===== src/hw/rtl/bpc_pkg.sv =====
// ----------------------------------------------------------------------------
// bpc_pkg
// Shared widths, register codes and stage records of the pressure
// compensation pipeline.
// ----------------------------------------------------------------------------
`default_nettype none

package bpc_pkg;

   localparam int RAW_W   = 24;
   localparam int COEF_W  = 16;
   localparam int OUT_W   = 32;
   localparam int CSR_IDX_W = 3;

   localparam logic [19:0] TEMP_REF    = 20'd2000;
   localparam logic [19:0] TEMP_VLOW_OFS = 20'd3500;

   typedef enum logic [CSR_IDX_W-1:0] {
      CSR_C1 = 3'd0,
      CSR_C2 = 3'd1,
      CSR_C3 = 3'd2,
      CSR_C4 = 3'd3,
      CSR_C5 = 3'd4,
      CSR_C6 = 3'd5
   } csr_index_type;

   typedef struct packed {
      logic [COEF_W-1:0] c1;
      logic [COEF_W-1:0] c2;
      logic [COEF_W-1:0] c3;
      logic [COEF_W-1:0] c4;
      logic [COEF_W-1:0] c5;
      logic [COEF_W-1:0] c6;
   } coef_type;

   // first-order terms
   typedef struct packed {
      logic [RAW_W-1:0] d1;
      logic [19:0]      temp1;
      logic [35:0]      off1;
      logic [34:0]      sens1;
      logic [17:0]      t2;
      logic [18:0]      lo;
      logic [19:0]      vl;
      logic             low;
      logic             vlow;
   } fo_type;

   // compensated terms
   typedef struct packed {
      logic [RAW_W-1:0] d1;
      logic [20:0]      temp;
      logic [39:0]      off;
      logic [39:0]      sens;
   } so_type;

endpackage

`default_nettype wire


===== src/hw/rtl/bpc_if.sv =====
// ----------------------------------------------------------------------------
// bpc_if
// Valid/ready channels of the pressure compensation block.
// ----------------------------------------------------------------------------
`default_nettype none


interface bpc_csr_if;
   logic                          valid;
   logic                          ready;
   logic [bpc_pkg::CSR_IDX_W-1:0] index;
   logic [bpc_pkg::COEF_W-1:0]    data;
   modport source (output valid, index, data, input ready);
   modport sink   (input valid, index, data, output ready);
endinterface

`default_nettype wire


===== src/hw/rtl/bpc_csr.sv =====
// ----------------------------------------------------------------------------
// bpc_csr
// Calibration coefficient registers.
// ----------------------------------------------------------------------------
`default_nettype none

module bpc_csr (
   input  wire logic           clock,
   input  wire logic           reset,
   bpc_csr_if.sink             csr_bus,
   output bpc_pkg::coef_type   coef
);

   bpc_pkg::coef_type coef_ff, coef_in;

   assign csr_bus.ready = 1'b1;

   always_comb begin
      coef_in = coef_ff;
      if (csr_bus.valid) begin
         unique case (bpc_pkg::csr_index_type'(csr_bus.index))
            bpc_pkg::CSR_C1: coef_in.c1 = csr_bus.data;
            bpc_pkg::CSR_C2: coef_in.c2 = csr_bus.data;
            bpc_pkg::CSR_C3: coef_in.c3 = csr_bus.data;
            bpc_pkg::CSR_C4: coef_in.c4 = csr_bus.data;
            bpc_pkg::CSR_C5: coef_in.c5 = csr_bus.data;
            bpc_pkg::CSR_C6: coef_in.c6 = csr_bus.data;
            default:         coef_in = coef_ff;
         endcase
      end
   end

   always_ff @(posedge clock) begin
      if (reset) begin
         coef_ff <= '0;
      end else begin
         coef_ff <= coef_in;
      end
   end

   assign coef = coef_ff;

endmodule

`default_nettype wire


===== src/flat_wrapper.sv =====
// flat-port wrapper written by rule: the top's interface ports become plain ports
module bpc_csr_flat 
  (clock, reset, coef, csr_bus_valid, csr_bus_index, csr_bus_data, csr_bus_ready);
  bpc_csr_if csr_bus_i ();
  input  wire logic clock;
  input  wire logic reset;
  output bpc_pkg::coef_type coef;
  input wire logic [$bits(csr_bus_i.valid)-1:0] csr_bus_valid;
  input wire logic [$bits(csr_bus_i.index)-1:0] csr_bus_index;
  input wire logic [$bits(csr_bus_i.data)-1:0] csr_bus_data;
  output wire logic [$bits(csr_bus_i.ready)-1:0] csr_bus_ready;
  assign csr_bus_i.valid = csr_bus_valid;
  assign csr_bus_i.index = csr_bus_index;
  assign csr_bus_i.data = csr_bus_data;
  assign csr_bus_ready = csr_bus_i.ready;
  bpc_csr u_core (.clock(clock), .reset(reset), .csr_bus(csr_bus_i), .coef(coef));
endmodule

===== config.mk =====
export PLATFORM = sky130hd
export DESIGN_NAME = bpc_csr_flat
export DESIGN_NICKNAME = d
export VERILOG_FILES = /design/src/hw/rtl/bpc_pkg.sv /design/src/hw/rtl/bpc_if.sv /design/src/hw/rtl/bpc_csr.sv /design/src/flat_wrapper.sv
export SDC_FILE = /design/constraint.sdc
export NUM_CORES = 1
export LEC_CHECK = 0
export BUFFER_PORTS_ARGS = -buffer_cell sky130_fd_sc_hd__clkbuf_2
export CAP_MARGIN = 20
export CORE_UTILIZATION = 25
export DETAILED_ROUTE_END_ITERATION = 7
export MAX_ROUTING_LAYER = met4
export PLACE_DENSITY = 0.42
export SYNTH_ARGS = -nofsm -noshare
export SYNTH_HDL_FRONTEND = slang
export SYNTH_SLANG_ARGS = --single-unit

===== constraint.sdc =====
create_clock -name clock -period 1.2 [get_ports clock]
set_input_delay 0 -clock clock [delete_from_list [all_inputs] [get_ports clock]]
set_output_delay 0 -clock clock [all_outputs]
set_load 0.01 [all_outputs]

; ---- Yosys cells after proc, flatten, opt, wreduce, memory -nomap -nowiden
; Cells that the tools add are included.
[op_classes]
eq_ne = 5
reduce_logical = 7
[op_table]
columns = op, count
row1 = AND reduction 2 bit, 6
row2 = equality test 3 x 2 -> 1 bit (second input constant), 2
row3 = equality test 3 bit (second input constant), 2
row4 = equality test 3 x 1 -> 1 bit (second input constant), 1
row5 = zero test 3 bit, 1
[word_totals]
register_bits = 96
inputBits = 22

; ---- Longest topological paths before layout
; Gate-level depths: netlist of run 1.
[logic_depth]
word_depth = 2
ltp_mapped = 5
mapped_depth_nobuf = 2

; ---- Worst setup path after synthesis of run 1
; No wires, ideal clock.
[synth_timing]
path_type = in2reg
start = input port csr_bus_index[0]
end = register u_core.coef_ff, in the netlist u_core.coef[85]
setup_time_ns = 0.124
t_arrival_ns = 1.010
required_time_ns = 1.076
path_slack_ns = 0.066
stages = 5
path_buffers = 3
cell_sequence = clkbuf_1 > or4b_4 > buf_6 > buf_6 > mux2i_1
[synth_between]
elab_chain_cells = 2
[synth_lines]
columns = item, line
row1 = from (decl), flat_wrapper.sv:9  ; input wire logic [$bits(csr_bus_i.index)-1:0] csr_bus_index;
row2 = zero test 3 bit, bpc_csr.sv:21  ; unique case (bpc_pkg::csr_index_type'(csr_bus.index))
row3 = AND reduction 2 bit (no source line), n/a
row4 = to (signal assigned), bpc_csr.sv:37  ; coef_ff <= coef_in;
row5 = to (decl), bpc_csr.sv:14  ; bpc_pkg::coef_type coef_ff, coef_in;
; Every way passes these cells.
; A chain may end at the register's enable or synchronous reset.

; ---- Worst setup path after layout of run 1
[layout_timing]
start = register u_core.coef_ff, in the netlist u_core.coef[85]
end = output port coef[85] (netlist bit)
[layout_lines]
columns = item, line
row1 = to (decl), flat_wrapper.sv:7  ; output bpc_pkg::coef_type coef;
; No word-level cell between the ends.

==> flow_summary.ini, run 1 <==
[run_status]
status = complete, but fails checks
failing_checks = DRC

[worst_setup_path]
timing.critical_path.from_type = register
path_max_fanout = 2
cp_slowest_cell = sky130_fd_sc_hd__dfxtp_1
cp.buffers_inverters = 1
top_cell_family_by_delay_on_the_critical_path = flip-flops
cp-end-kind = output pin
ff2ff_setup_slack_ns = 0.57
critical_path_required_ns = 1.20
worstSetupPathType = reg -> out
cp_cell_sequence = clkbuf_2
cpPeakStageDelay_ns = 0.37
arrival_ns = 0.86

[clock_network]
worstSkewPairLatency_ns = 0.34
clock-sinks = 96
cts_inserted_buffers = 9
clkSlewWorstSetupHoldPaths_ns = 0.06
cts_max_path_buffers = 2
post_cts.resized_instances = 0
post-cts-setup-buffers = 0
cts_tree = yes
holdBufCountCts = 0
number_of_h_tree_levels = 3
cts_root_buf = sky130_fd_sc_hd__clkbuf_16

[synthesis]
yosysWarningCount = 0
synthDistinctLibCells = 13
syn-cell-area_mm2 = 0.00382
synth_nets = 362
synth_sequential_area_ratio = 0.503
synth_simple_gate_area_frac = 0.207
synthesis.instances = 340
synth-compound-area-share = 0
adder_cell_share_of_the_synthesized_area = 0
synth_seq_cells = 96
postSynthAreaPerCell_um2 = 11.2
synth_xor_xnor_area_share = 0
main_combinational_cell_family_by_area_after_synthesis = multiplexers
synth.mux.area_fraction = 0.251

[place]
io_buffers = 117
finalWeightedCongestion = 0.709
post-dp-hpwl_um = 7220

[detailed_routing]
wl_final_um = 10100
via_per_inst = 4.18
drtIter0Drc = 104
antenna_left = 0
dr.pass1.iters = 6
vias = 2693
post_drt_wl_per_cell_um = 15.6
drc_errors = 5

[timing]
drv_slew = 0
timing_hold_violations_final = 0
fmax_ghz = 1.16
setup_tns_ns = 0
finalCritPeriodShare = 0.719
setup_skew_ns = 0
grt_setup_unrepaired = false
finalCriticalPeriod_ns = 0.863
setup_viol_count_final = 0

[finish]
num_antenna_cells = 0
post_route_cells_drive_above_1_share = 0.322
fill_cells = 1559
syn2layout_area_growth_pct = 28.7
largest_register_ffs = 96
nNetsFinal = 477
utilization = 0.334

[min_path]
min-delay-path-class = in -> reg

[power]
worst_ir_drop_vdd_v = 0.000608
p_leak_nw = 2.50
cellPowerDensity_mw_per_mm2 = 1330

[global_route]
first_global_vias = 2674
grt_start_max_net_pins = 43
grt_first_pass_wirelength_um = 15800
globalRoute.totalOverflow = 0
grt_antenna_before_repair = 0
groute.usage.overall = 0.138

[run]
max_cap_violations = 0

[die]
core_area_mm2 = 0.0148
fp.dieArea_mm2 = 0.0158
die_y_um = 126
placementRows = 44
num_io_pins = 119
floorplan.initialDensity = 0.259
dieWidth_um = 126
==> area by class of cell <==
type	instances	area [um^2]	share of cell area
Sequential cell	96	1920	0.391
Timing Repair Buffer	131	728	0.148
Clock buffer	12	256	0.0521
Tap cell	184	230	0.0468
Multi-Input combinational cell	217	1760	0.357
Clock inverter	4	28.8	0.00585
==> path summary, 6_finish.rpt <==
| kind | startpoint | end | depth (start not counted) |
|---|---|---|---|
| worst max-delay path | u_core.coef[85] | coef[85] | 1 |
| worst min-delay path | reset | u_core.coef[47] | 3 |
| worst max register to register | u_core.coef[84] | u_core.coef[84] | 2 |
| worst min register to register | u_core.coef[14] | u_core.coef[14] | 2 |
==> cells in the final DEF (no fill, tap or decap) <==
cell type | Yosys | routed
sky130_fd_sc_hd__clkinv_4 | 0 | 1
sky130_fd_sc_hd__buf_4 | 4 | 11
sky130_fd_sc_hd__clkbuf_2 | 0 | 117
sky130_fd_sc_hd__buf_12 | 0 | 3
sky130_fd_sc_hd__clkbuf_8 | 0 | 2
sky130_fd_sc_hd__and4b_1 | 1 | 1
sky130_fd_sc_hd__nand2b_1 | 112 | 112
sky130_fd_sc_hd__nor4b_2 | 1 | 1
sky130_fd_sc_hd__clkinv_2 | 0 | 1
sky130_fd_sc_hd__or4b_4 | 1 | 1
sky130_fd_sc_hd__clkbuf_16 | 0 | 9
sky130_fd_sc_hd__clkinvlp_4 | 0 | 2
sky130_fd_sc_hd__mux2i_1 | 96 | 96
sky130_fd_sc_hd__clkbuf_1 | 14 | 1
sky130_fd_sc_hd__dfxtp_1 | 96 | 96
sky130_fd_sc_hd__nand4b_1 | 2 | 2
sky130_fd_sc_hd__nand4bb_1 | 3 | 3
sky130_fd_sc_hd__conb_1 | 1 | 1
==> power by group <==
group          internal, mW  leakage (nW)  switching, mW
clock network          1.52         0.135           1.25
logic                 0.236          1.59          0.270
registers              3.26         0.777         0.0390
total                  5.01          2.50           1.55
==> metal layers <==
metal | GRT usage | vias to the layer above | wire length [um]
li1 | - | 1354 | -
met1 | 0.182 | 1265 | 4950
met2 | 0.199 | 60 | 4440
met3 | 0.0263 | 14 | 394
met4 | 0.0753 | 0 | 265
met5 | - | - | 0
==> stage by stage <==
| step | cell area [um^2] | total power, mW | hold slack, ns | std cells | setup WS, ns |
|---|---|---|---|---|---|
| floorplan | 3820 | 3.66 | 0.223 | 340 | 0.0662 |
| global placement | 4640 | 3.88 | 0.407 | 628 | 0.134 |
| detailed placement | 4640 | 3.89 | 0.405 | 628 | 0.0966 |
| CTS | 4920 | 6.69 | 0.0685 | 644 | 0.319 |
| global route | 4920 | 6.86 | 0.108 | 644 | 0.278 |
| finish | 4920 | 6.57 | 0.0788 | 644 | 0.337 |
==> logic make-up (layout without fill, tap and decap cells) <==
logic type / after synthesis / count (layout)
flops: 96 / 96
buf+inv: 27 / 147
other cells: 1 / 1
mux: 96 / 96
simple gates: 120 / 120
==> Yosys cell counts <==
master	count	area share
sky130_fd_sc_hd__and4b_1	1	0.0026
sky130_fd_sc_hd__buf_2	6	0.0079
sky130_fd_sc_hd__buf_4	4	0.0079
sky130_fd_sc_hd__buf_6	3	0.0088
sky130_fd_sc_hd__clkbuf_1	14	0.014
sky130_fd_sc_hd__conb_1	1	0.00098
sky130_fd_sc_hd__dfxtp_1	96	0.50
sky130_fd_sc_hd__mux2i_1	96	0.25
sky130_fd_sc_hd__nand2b_1	112	0.18
sky130_fd_sc_hd__nand4b_1	2	0.0046
sky130_fd_sc_hd__nand4bb_1	3	0.0088
sky130_fd_sc_hd__nor4b_2	1	0.0039
sky130_fd_sc_hd__or4b_4	1	0.0036
(Power assumes the default switching activity.)
==> run 2: changes to the inputs <==
--- a/config.mk
+++ b/config.mk
@@ -10,7 +10,7 @@
 export CORE_UTILIZATION = 25
 export DETAILED_ROUTE_END_ITERATION = 7
 export MAX_ROUTING_LAYER = met4
-export PLACE_DENSITY = 0.42
+export PLACE_DENSITY = 0.41
 export SYNTH_ARGS = -nofsm -noshare
 export SYNTH_HDL_FRONTEND = slang
 export SYNTH_SLANG_ARGS = --single-unit
==> constraint.sdc (replaced) <==
create_clock -name clock -period 0.9 [get_ports clock]
set_input_delay 0 -clock clock [delete_from_list [all_inputs] [get_ports clock]]
set_output_delay 0 -clock clock [all_outputs]
set_load 0.01 [all_outputs]
==> flow_summary.ini, run 2 (synthesis results as in run 1) <==
[detailed_routing]
vias = 2724
antenna_left = 0
via_per_inst = 4.08
dr.pass1.iters = 6
post_drt_wl_per_cell_um = 15.1
wl_final_um = 10000
drtIter0Drc = 70
drc_errors = 5

[place]
place_inst = 651
post-dp-hpwl_um = 7420
finalWeightedCongestion = 0.694
io_buffers = 117
post_dp_cell_area_mm2 = 0.00486

[finish]
stdcell_area_mm2 = 0.00518
most-common-layout-cells = 117 x sky130_fd_sc_hd__clkbuf_2, 112 x sky130_fd_sc_hd__nand2b_1, 96 x sky130_fd_sc_hd__mux2i_1
instances_no_fill = 667
syn2layout_area_growth_pct = 35.5
num_antenna_cells = 0
utilization = 0.351
nNetsFinal = 500
largest_register_ffs = 96
mostFrequentLayoutCell = sky130_fd_sc_hd__clkbuf_2
post_route_cells_drive_above_1_share = 0.356

[worst_setup_path]
worstSetupStartpoint = u_core.coef[55]
cp_slowest_cell = sky130_fd_sc_hd__dfxtp_1
worst_r2r_startpoint = u_core.coef[55]
critical_path_required_ns = 0.90
cp-end-kind = output pin
rr_worst_depth = 2
ff2ff_setup_slack_ns = 0.28
cp.buffers_inverters = 1
crit-reg2reg-capture = u_core.coef[55]
worstSetupPathType = reg -> out
arrival_ns = 0.86
path_max_fanout = 2
timing.critical_path.from_type = register
top_cell_family_by_delay_on_the_critical_path = flip-flops
worst-path-stages = 1
cp_cell_sequence = clkbuf_2
cpPeakStageDelay_ns = 0.37

[power]
worst_ir_drop_vdd_v = 0.000761
p_leak_nw = 2.65
cellPowerDensity_mw_per_mm2 = 1800

[global_route]
grt_first_pass_wirelength_um = 16000
first_global_vias = 2834
globalRoute.totalOverflow = 0
grt_start_max_net_pins = 32
groute.usage.overall = 0.139
grt_antenna_before_repair = 0

[run_status]
status = complete, but fails checks
failing_checks = DRC

[clock_network]
clkSlewWorstSetupHoldPaths_ns = 0.07
cts_root_buf = sky130_fd_sc_hd__clkbuf_16
post-cts-setup-buffers = 0
worstSkewPairLatency_ns = 0.33
cts_tree = yes
cts_inserted_buffers = 9
number_of_h_tree_levels = 3
cts_max_path_buffers = 2
clock-sinks = 96

[timing]
finalCritPeriodShare = 0.957
setup_tns_ns = 0
grt_setup_unrepaired = false
setup_skew_ns = 0
finalCriticalPeriod_ns = 0.861
timing_hold_violations_final = 0
fmax_ghz = 1.16
setup_viol_count_final = 0
drv_slew = 0

[die]
fp.dieArea_mm2 = 0.0158
num_io_pins = 119
core_area_mm2 = 0.0148
placementRows = 44
die_y_um = 126
dieWidth_um = 126
floorplan.initialDensity = 0.259

[min_path]
min-delay-path-class = in -> reg
worstHoldPathCells = 4
hp-start = csr_bus_data[13]
timing.hold.worst_endpoint = u_core.coef[61]

[run]
max_cap_violations = 0
## run 2: cell type report
| class | count | area [um^2] |
|---|---|---|
| well taps | 184 | 230 |
| repair buffers | 154 | 951 |
| flip-flops and latches | 96 | 1920 |
| multi-input cells | 217 | 1760 |
| clock inverters | 5 | 80.1 |
| clock buffers | 11 | 243 |
| fillers | 1521 | 9570 |
## run 2: power by group
group,switching [mW],leakage [nW],total [mW],internal [mW]
clock,1.64,0.152,4.15,2.51
sequential,0.0539,0.777,4.40,4.34
combinational,0.368,1.72,0.757,0.389
## run 2: layer usage
| layer | vias to the layer above | wire (um) | track usage |
|---|---|---|---|
| met2 | 58 | 4510 | 0.206 |
| met3 | 12 | 385 | 0.0285 |
| met4 | 0 | 170 | 0.0588 |
| li1 | 1400 | - | - |
| met5 | - | 0 | - |
| met1 | 1254 | 4980 | 0.182 |
## run 2: worst max-delay path by stage
stage,to,slack [ns]
4_1_cts,coef[59],0.03
3_3_place_gp,u_core.coef[88],-0.16
2_1_floorplan,u_core.coef[85],-0.21
6_report,coef[55],0.04
5_1_grt,coef[85],0.006
3_5_place_dp,u_core.coef[84],-0.17
## run 2: what timing repair did
action,CTS,global route
gates resized for setup,0,1
endpoints found under the setup margin,0,1
hold buffers,0,0
## run 2: metrics by stage
step | setup slack (ns) | total power [mW] | hold slack [ns]
2_1_floorplan | -0.209 | 4.90 | 0.221
3_3_place_gp | -0.161 | 5.26 | 0.406
6_report | 0.0391 | 9.30 | 0.0510
4_1_cts | 0.0318 | 9.45 | 0.0414
3_5_place_dp | -0.173 | 5.27 | 0.407
5_1_grt | 0.00643 | 9.72 | 0.0697
